$ cat src/rtl/alic_pkg.sv
// shared constants for the ascii line integer calculator
package alic_pkg;

  // default arithmetic word width
  localparam int unsigned WordBitsDef = 16;

  // result port widths
  localparam int unsigned ResultBits = 16;
  localparam int unsigned StatusBits = 2;

  // characters
  localparam logic [7:0] CH_TAB   = 8'd9;
  localparam logic [7:0] CH_NL    = 8'd10;
  localparam logic [7:0] CH_CR    = 8'd13;
  localparam logic [7:0] CH_SPACE = 8'd32;
  localparam logic [7:0] CH_STAR  = 8'd42;
  localparam logic [7:0] CH_PLUS  = 8'd43;
  localparam logic [7:0] CH_MINUS = 8'd45;
  localparam logic [7:0] CH_SLASH = 8'd47;
  localparam logic [7:0] CH_ZERO  = 8'd48;
  localparam logic [7:0] CH_NINE  = 8'd57;

  // status codes
  localparam logic [StatusBits-1:0] ST_OK    = 2'd0;
  localparam logic [StatusBits-1:0] ST_NOSEP = 2'd1;
  localparam logic [StatusBits-1:0] ST_DIVZ  = 2'd2;
  localparam logic [StatusBits-1:0] ST_BADOP = 2'd3;

endpackage

$ cat src/rtl/ascii_line_integer_calculator.sv
// Line calculator: bytes of "A op B" followed by a newline give one result beat with
// a status. Every byte other than a newline leaves the block ready for the next one. A
// newline keeps the block busy (in_stall_o high) while one shared WORD_BITS+1 bit adder
// works through the sums: a line that lacks a separator skips them; else the signs are
// applied, then + and - add, a bad operator or zero divisor gives an error status, *
// runs shift-and-add (one bit a cycle) and / restoring division (one quotient bit a
// cycle). A finished result waits in an output register, so the next line can be typed
// in while it is unread; a newline that finishes while the previous result is
// still unread holds until that beat is taken.
module ascii_line_integer_calculator #(
  parameter int unsigned WORD_BITS = alic_pkg::WordBitsDef
) (
  input  logic                                  clk_i,
  input  logic                                  rst_ni,
  input  logic                                  in_valid_i,
  output logic                                  in_stall_o,
  input  logic [7:0]                            in_byte_i,
  output logic                                  out_valid_o,
  input  logic                                  out_stall_i,
  output logic signed [alic_pkg::ResultBits-1:0] result_value_o,
  output logic [alic_pkg::StatusBits-1:0]       status_o
);
  import alic_pkg::*;

  localparam int unsigned W       = WORD_BITS;
  localparam int unsigned CntBits = $clog2(W);

  typedef enum logic [1:0] {
    PH_FIRST,
    PH_OPER,
    PH_SEEK,
    PH_SECOND
  } phase_e;

  typedef enum logic [1:0] {
    SCAN_SKIP,
    SCAN_DIGITS,
    SCAN_STOP
  } scan_e;

  typedef enum logic [3:0] {
    S_IDLE,
    S_SGNA,
    S_SGNB,
    S_DISP,
    S_MUL,
    S_ABSA,
    S_ABSB,
    S_DIV,
    S_FIX,
    S_DONE
  } state_e;

  typedef struct packed {
    logic [W-1:0] acc;
    scan_e        scan;
    logic         neg;
  } num_t;

  localparam num_t NumClear = '{acc: '0, scan: SCAN_SKIP, neg: 1'b0};

  // atol-style scanner, one character
  function automatic num_t feed_num(num_t cur, logic [7:0] c);
    num_t         nxt;
    logic         dig;
    logic         ws;
    logic [W-1:0] d;
    nxt = cur;
    dig = (c >= CH_ZERO) && (c <= CH_NINE);
    ws  = (c == CH_SPACE) || ((c >= CH_TAB) && (c <= CH_CR));
    d   = W'(c[3:0]);
    case (cur.scan)
      SCAN_SKIP: begin
        if (!ws) begin
          if (c == CH_PLUS) begin
            nxt.scan = SCAN_DIGITS;
          end else if (c == CH_MINUS) begin
            nxt.neg  = 1'b1;
            nxt.scan = SCAN_DIGITS;
          end else if (dig) begin
            nxt.acc  = d;
            nxt.scan = SCAN_DIGITS;
          end else begin
            nxt.scan = SCAN_STOP;
          end
        end
      end
      SCAN_DIGITS: begin
        if (dig) begin
          nxt.acc = (cur.acc << 3) + (cur.acc << 1) + d;
        end else begin
          nxt.scan = SCAN_STOP;
        end
      end
      default: begin
      end
    endcase
    return nxt;
  endfunction

  state_e                state_q, state_d;
  phase_e                phase_q, phase_d;
  num_t                  n1_q, n1_d, n2_q, n2_d;
  logic [7:0]            opc_q, opc_d;
  logic [W-1:0]          opa_q, opa_d, opb_q, opb_d, acc_q, acc_d;
  logic                  sa_q, sa_d, sb_q, sb_d, qneg_q, qneg_d;
  logic [CntBits-1:0]    cnt_q, cnt_d;
  logic [StatusBits-1:0] st_q, st_d;
  logic                  out_valid_q, out_valid_d;
  logic [ResultBits-1:0] out_res_q, out_res_d;
  logic [StatusBits-1:0] out_st_q, out_st_d;

  // shared adder / subtractor
  logic [W:0]   ux, uy;
  logic         usub;
  logic [W+1:0] usum;

  logic in_acc;
  logic last;

  assign in_acc = in_valid_i && (state_q == S_IDLE);
  assign last   = (cnt_q == CntBits'(W - 1));
  assign usum   = {1'b0, ux} + {1'b0, (usub ? ~uy : uy)} + (W + 2)'(usub);

  always_comb begin
    state_d     = state_q;
    phase_d     = phase_q;
    n1_d        = n1_q;
    n2_d        = n2_q;
    opc_d       = opc_q;
    opa_d       = opa_q;
    opb_d       = opb_q;
    acc_d       = acc_q;
    sa_d        = sa_q;
    sb_d        = sb_q;
    qneg_d      = qneg_q;
    cnt_d       = cnt_q;
    st_d        = st_q;
    out_valid_d = out_valid_q && out_stall_i;
    out_res_d   = out_res_q;
    out_st_d    = out_st_q;
    ux          = '0;
    uy          = '0;
    usub        = 1'b0;

    case (state_q)
      S_IDLE: begin
        if (in_acc) begin
          if (in_byte_i == CH_NL) begin
            opa_d   = n1_q.acc;
            opb_d   = n2_q.acc;
            sa_d    = n1_q.neg;
            sb_d    = n2_q.neg;
            n1_d    = NumClear;
            n2_d    = NumClear;
            phase_d = PH_FIRST;
            if (phase_q != PH_SECOND) begin
              st_d    = ST_NOSEP;
              acc_d   = '0;
              state_d = S_DONE;
            end else begin
              st_d    = ST_OK;
              state_d = S_SGNA;
            end
          end else begin
            case (phase_q)
              PH_FIRST: begin
                if (in_byte_i == CH_SPACE) begin
                  phase_d = PH_OPER;
                end else begin
                  n1_d = feed_num(n1_q, in_byte_i);
                end
              end
              PH_OPER: begin
                opc_d   = in_byte_i;
                // a space here doubles as the second separator
                phase_d = (in_byte_i == CH_SPACE) ? PH_SECOND : PH_SEEK;
              end
              PH_SEEK: begin
                if (in_byte_i == CH_SPACE) begin
                  phase_d = PH_SECOND;
                end
              end
              default: begin
                n2_d = feed_num(n2_q, in_byte_i);
              end
            endcase
          end
        end
      end
      S_SGNA: begin
        uy      = {1'b0, opa_q};
        usub    = sa_q;
        opa_d   = usum[W-1:0];
        state_d = S_SGNB;
      end
      S_SGNB: begin
        uy      = {1'b0, opb_q};
        usub    = sb_q;
        opb_d   = usum[W-1:0];
        state_d = S_DISP;
      end
      S_DISP: begin
        ux = {1'b0, opa_q};
        uy = {1'b0, opb_q};
        case (opc_q)
          CH_PLUS: begin
            acc_d   = usum[W-1:0];
            state_d = S_DONE;
          end
          CH_MINUS: begin
            usub    = 1'b1;
            acc_d   = usum[W-1:0];
            state_d = S_DONE;
          end
          CH_STAR: begin
            acc_d   = '0;
            cnt_d   = '0;
            state_d = S_MUL;
          end
          CH_SLASH: begin
            if (opb_q == '0) begin
              st_d    = ST_DIVZ;
              acc_d   = '0;
              state_d = S_DONE;
            end else begin
              qneg_d  = opa_q[W-1] ^ opb_q[W-1];
              state_d = S_ABSA;
            end
          end
          default: begin
            st_d    = ST_BADOP;
            acc_d   = '0;
            state_d = S_DONE;
          end
        endcase
      end
      S_MUL: begin
        ux      = {1'b0, acc_q};
        uy      = opb_q[0] ? {1'b0, opa_q} : '0;
        acc_d   = usum[W-1:0];
        opa_d   = opa_q << 1;
        opb_d   = opb_q >> 1;
        cnt_d   = cnt_q + CntBits'(1);
        if (last) begin
          state_d = S_DONE;
        end
      end
      S_ABSA: begin
        uy      = {1'b0, opa_q};
        usub    = opa_q[W-1];
        opa_d   = usum[W-1:0];
        state_d = S_ABSB;
      end
      S_ABSB: begin
        uy      = {1'b0, opb_q};
        usub    = opb_q[W-1];
        opb_d   = usum[W-1:0];
        acc_d   = '0;
        cnt_d   = '0;
        state_d = S_DIV;
      end
      S_DIV: begin
        // opa shifts the dividend out and the quotient in, acc holds the remainder
        ux    = {acc_q, opa_q[W-1]};
        uy    = {1'b0, opb_q};
        usub  = 1'b1;
        cnt_d = cnt_q + CntBits'(1);
        if (usum[W+1]) begin
          acc_d = usum[W-1:0];
          opa_d = {opa_q[W-2:0], 1'b1};
        end else begin
          acc_d = ux[W-1:0];
          opa_d = {opa_q[W-2:0], 1'b0};
        end
        if (last) begin
          state_d = S_FIX;
        end
      end
      S_FIX: begin
        uy      = {1'b0, opa_q};
        usub    = qneg_q;
        acc_d   = usum[W-1:0];
        state_d = S_DONE;
      end
      S_DONE: begin
        if (!out_valid_q || !out_stall_i) begin
          out_valid_d = 1'b1;
          out_res_d   = ResultBits'(acc_q);
          out_st_d    = st_q;
          state_d     = S_IDLE;
        end
      end
      default: begin
        state_d = S_IDLE;
      end
    endcase
  end

  always_ff @(posedge clk_i or negedge rst_ni) begin
    if (!rst_ni) begin
      state_q     <= S_IDLE;
      phase_q     <= PH_FIRST;
      n1_q        <= NumClear;
      n2_q        <= NumClear;
      opc_q       <= '0;
      opa_q       <= '0;
      opb_q       <= '0;
      acc_q       <= '0;
      sa_q        <= 1'b0;
      sb_q        <= 1'b0;
      qneg_q      <= 1'b0;
      cnt_q       <= '0;
      st_q        <= ST_OK;
      out_valid_q <= 1'b0;
      out_res_q   <= '0;
      out_st_q    <= ST_OK;
    end else begin
      state_q     <= state_d;
      phase_q     <= phase_d;
      n1_q        <= n1_d;
      n2_q        <= n2_d;
      opc_q       <= opc_d;
      opa_q       <= opa_d;
      opb_q       <= opb_d;
      acc_q       <= acc_d;
      sa_q        <= sa_d;
      sb_q        <= sb_d;
      qneg_q      <= qneg_d;
      cnt_q       <= cnt_d;
      st_q        <= st_d;
      out_valid_q <= out_valid_d;
      out_res_q   <= out_res_d;
      out_st_q    <= out_st_d;
    end
  end

  assign in_stall_o     = (state_q != S_IDLE);
  assign out_valid_o    = out_valid_q;
  assign result_value_o = out_res_q;
  assign status_o       = out_st_q;

endmodule

$ cat config.mk
export PLATFORM = sky130hd
export DESIGN_NAME = ascii_line_integer_calculator
export DESIGN_NICKNAME = d
export VERILOG_FILES = /design/src/rtl/alic_pkg.sv /design/src/rtl/ascii_line_integer_calculator.sv
export SDC_FILE = /design/constraint.sdc
export NUM_CORES = 1
export LEC_CHECK = 0
export BUFFER_PORTS_ARGS = -buffer_cell sky130_fd_sc_hd__buf_2
export CORE_ASPECT_RATIO = 2
export CORE_MARGIN = 5
export CORE_UTILIZATION = 59
export CTS_BUF_LIST = sky130_fd_sc_hd__clkbuf_8
export CTS_CLUSTER_SIZE = 28
export DETAILED_ROUTE_END_ITERATION = 16
export PLACE_DENSITY = 0.76
export SYNTH_ARGS = -nofsm -noshare
export SYNTH_HDL_FRONTEND = slang
export SYNTH_SLANG_ARGS = --single-unit
$ cat constraint.sdc
create_clock -name clk_i -period 5 [get_ports clk_i]
set_clock_uncertainty 0.1 [all_clocks]
set_input_delay 0 -clock clk_i [delete_from_list [all_inputs] [get_ports clk_i]]
set_output_delay 0 -clock clk_i [all_outputs]
set_load 0.005 [all_outputs]
==> results by group <==
Run status
  – Outcome: finished clean

Layout
  – Share of post-route cells with drive strength above 1: 0.129
  – Leading cell type in the layout, fill and taps excluded: dfrtp_1
  – Most frequent cells in the layout: dfrtp_1, nand2_1, o21ai_0
  – Register area: 3200 um2
  – Diodes inserted: 0
  – Syn-to-layout area delta: 9.90%
  – Multi-input logic area: 5550 um2
  – Final Non-Filler Cells: approximately 1200
  – Layout Nets: between 1000 and 1500
  – Fill count: 1278

Timing
  – Setup TNS: 0 ps
  – Max-slew headroom: 0.238
  – Final setup fails: 0
  – Setup ws final: 454 ps
  – RSZ-0062 raised after global routing: false
  – Fin. max-slew vios: 0
  – Fmax: 220 MHz
  – Slew @ Worst Pin: 1140 ps
  – Final Hold Fails: 0
  – Tmin final: 4550 ps
  – Crit share post-route: 0.909

Critical path
  – Critical Path End: opb_q[15]$_DFFE_PN0P_
  – Internal reg-to-reg setup slack: 450 ps
  – Worst-path maximum fanout: 22
  – Reg-to-reg critical path endpoint: opb_q[15]$_DFFE_PN0P_
  – Reg2reg path depth: 13
  – Critical path class: reg -> reg
  – Critical Path RT: between 5000 and 6000 ps
  – Critical R2R Launch: state_q[3]$_DFFE_PN0P_
  – Worst setup startpoint: state_q[3]$_DFFE_PN0P_
  – Critical path startpoint category: flip-flop
  – Crit path capture type: flip-flop
  – Worst path arrival time: 4820 ps

Global route
  – Busiest layer in global routing: met2
  – Largest net degree at the start of global routing: 70
  – Total GRT Usage: 0.269
  – GR Layer Usage met2: 0.497
  – Met3 usage: 0.0476
  – Initial antenna violation count: 0
  – Gr ovfl total: 0
  – Vias in the first global route: approximately 8100
  – Met1 Resource Use GR: 0.290
  – Global-route wire length before repair: 39700 um

Power
  – Final Power: 4960 uW
  – Leak pwr: 0.00471 uW
  – Sequential power share: 0.343
  – Switching share of power: 0.441
  – Worst vdd ir: 0.217 mV
  – Combinational power share: 0.470
  – Sw Pwr: 2190 uW
  – Int Pwr: around 2800 uW
  – Clock network fraction of design power: 0.188
  – Pwr dens: 494 nW/um2

Floorplan
  – Die H: 186 um
  – Die ar.: 18200 um2
  – Core box area: 15300 um2
  – Rows: 64
  – Initial Util: 0.597
  – Die Wd: 97.9 um
  – Io pins: 32

Synth
  – Largest cells by area after synthesis: dfrtp_1, ha_1, o21ai_0
  – Cell Area, Synth: 9130 um2
  – Yosys cell types: 72
  – Total of warnings raised by yosys: 0
  – Share of the yosys chip area belonging to registers: 0.351
  – Yosys top cell area share: 0.351
  – Syn_nets: 1084
  – Post-synth ARST share: 1.00
  – Top_reg_cell synth: dfrtp_1
  – Mapped Avg Cell Area: between 9 and 10 um2
  – Area leader, netlist: dfrtp_1
  – Post-synth EDFFs: 0
  – Post-synthesis register bit count: 128
  – Gate Count Post-Synth: between 900 and 1000

Worst hold path
  – Worst min-delay path class: in -> reg

Placed design
  – GP Congestion: between 0.9 and 1
  – Port buffer count: 31
  – Placement Setup Slack: 386 ps
  – Post-DP HPWL: approximately 18000 um
  – DP Cell Count: 1189

Clocking
  – Clock Path Buffers: 2
  – Setup Buffers After CTS: 0
  – # clock sinks: 128
  – Total CTS buffers: 17
  – Clk pin slew, worst setup/hold paths: 70 ps
  – H-tree Lvls: 4
  – CTS tree: yes
  – Clock latency at the later pin of the worst-skew pair: ~470 ps
  – Root buf cell: clkbuf_8

Drt
  – DR DRC count: 0
  – Antenna-violating nets left: 0
  – Vias per cell: 6.41
  – Via count of the routed design: 7907
  – DRT iter0 DRCs: 465
  – Pre-antenna DRT Iters: 8
  – Detailed-route wire length per cell: 19.2 um
  – Final wirelength: 23700 um

Job
  – Max-Cap Viols: 0
## cell families after synthesis
logic type | share of synthesized area
flip-flops | 0.351
buffers and inverters | 0.0435
multiplexers | 0.0570
AND/OR/NAND/NOR | 0.151
adder cells (fa/ha/maj) | 0.112
AO/OA/AOI/OAI | 0.239
XOR/XNOR | 0.0461
## worst min-delay path by stage
stage                            from                     to  depth (start not counted)
after CTS                 out_stall_i  out_valid_o$_DFF_PN0_                          4
after floorplan                rst_ni   acc_q[0]$_DFFE_PN0P_                          0
after global placement         rst_ni  opa_q[11]$_DFFE_PN0P_                          1
after detailed placement       rst_ni  opa_q[11]$_DFFE_PN0P_                          1
after global routing      out_stall_i  out_valid_o$_DFF_PN0_                          4
final                     out_stall_i  out_valid_o$_DFF_PN0_                          4
## cells in the mapped netlist, types with 4 or more instances
| cell type | n |
|---|---|
| a211oi_1 | 5 |
| a21boi_0 | 7 |
| a21o_1 | 12 |
| a21oi_1 | 30 |
| a222oi_1 | 15 |
| a22o_1 | 10 |
| a22oi_1 | 45 |
| a31oi_1 | 22 |
| a32oi_1 | 4 |
| and2_1 | 6 |
| and3_1 | 7 |
| buf_1 | 5 |
| buf_2 | 8 |
| clkbuf_1 | 33 |
| dfrtp_1 | 128 |
| fa_1 | 5 |
| ha_1 | 74 |
| inv_1 | 45 |
| mux2_2 | 32 |
| mux2i_1 | 16 |
| nand2_1 | 97 |
| nand2b_1 | 9 |
| nand3_1 | 10 |
| nand3b_1 | 9 |
| nand4_1 | 8 |
| nor2_1 | 65 |
| nor2b_1 | 13 |
| nor3_1 | 20 |
| nor3b_1 | 4 |
| nor4_1 | 6 |
| o211ai_1 | 15 |
| o21a_1 | 16 |
| o21ai_0 | 79 |
| o21bai_1 | 7 |
| o31ai_1 | 8 |
| o41ai_1 | 5 |
| or2_2 | 4 |
| or3_1 | 8 |
| xnor2_1 | 36 |
| xor2_1 | 12 |
## power groups by stage
stage | combinational (uW) | sequential, uW | clock [uW]
final | 2330 | 1700 | 930
after global placement | 2230 | 1690 | 0
after global routing | 2590 | 1730 | 993
after CTS | 2310 | 1680 | 940
after floorplan | 1740 | 1560 | 0
after detailed placement | 2280 | 1700 | 0
## critical path, cell delays in order (launching register included)
cell and delay, ps:
dfrtp_1 750, nand4bb_1 290, nor4_1 100, or4b_1 660, xnor2_1 330, ha_1 310
inv_1 70, a221oi_1 40, a311o_1 410, o21ai_2 300, a21boi_2 140, o21a_1 250
o311a_1 410, a221oi_2 280
## flip-flops by register name (all words and copies together), names as in the netlist
register / flops
acc_q: 16
cnt_q: 4
n1_q: 19
n2_q: 19
opa_q: 16
opb_q: 16
opc_q: 8
out_valid_o: 1
phase_q: 2
qneg_q: 1
result_value_o: 16
sa_q: 1
sb_q: 1
st_q: 2
state_q: 4
status_o: 2
## cell type report
| cell class | instances | area share |
|---|---|---|
| inverter | 45 | 0.0168 |
| sequential | 128 | 0.319 |
| timing repair buffer | 62 | 0.0448 |
| tap | 198 | 0.0247 |
| clock buffer | 20 | 0.0274 |
| multi-input combinational | 769 | 0.554 |
| clock inverter | 12 | 0.0133 |
## stage by stage
stage           util  hold slack (ps)  instance area, um2
6_report       0.656              203               10000
5_1_grt        0.656              235               10000
4_1_cts        0.656              203               10000
3_5_place_dp   0.620            -99.4                9480
3_3_place_gp   0.620             -108                9480
2_1_floorplan      -             -396                9130
## metal layers
layer | wire (um) | part of all wire
met3 | 1030 | 0.043
met1 | 8870 | 0.37
met2 | 12600 | 0.53
met5 | 0 | 0
met4 | 1140 | 0.048
## what timing repair did
action | CTS | global route
resized for setup | 0 | 1
hold buffers | 13 | 0
endpoints found under the hold margin | 79 | 0
endpoints found under the setup margin | 0 | 3
(Power assumes the default switching activity.)
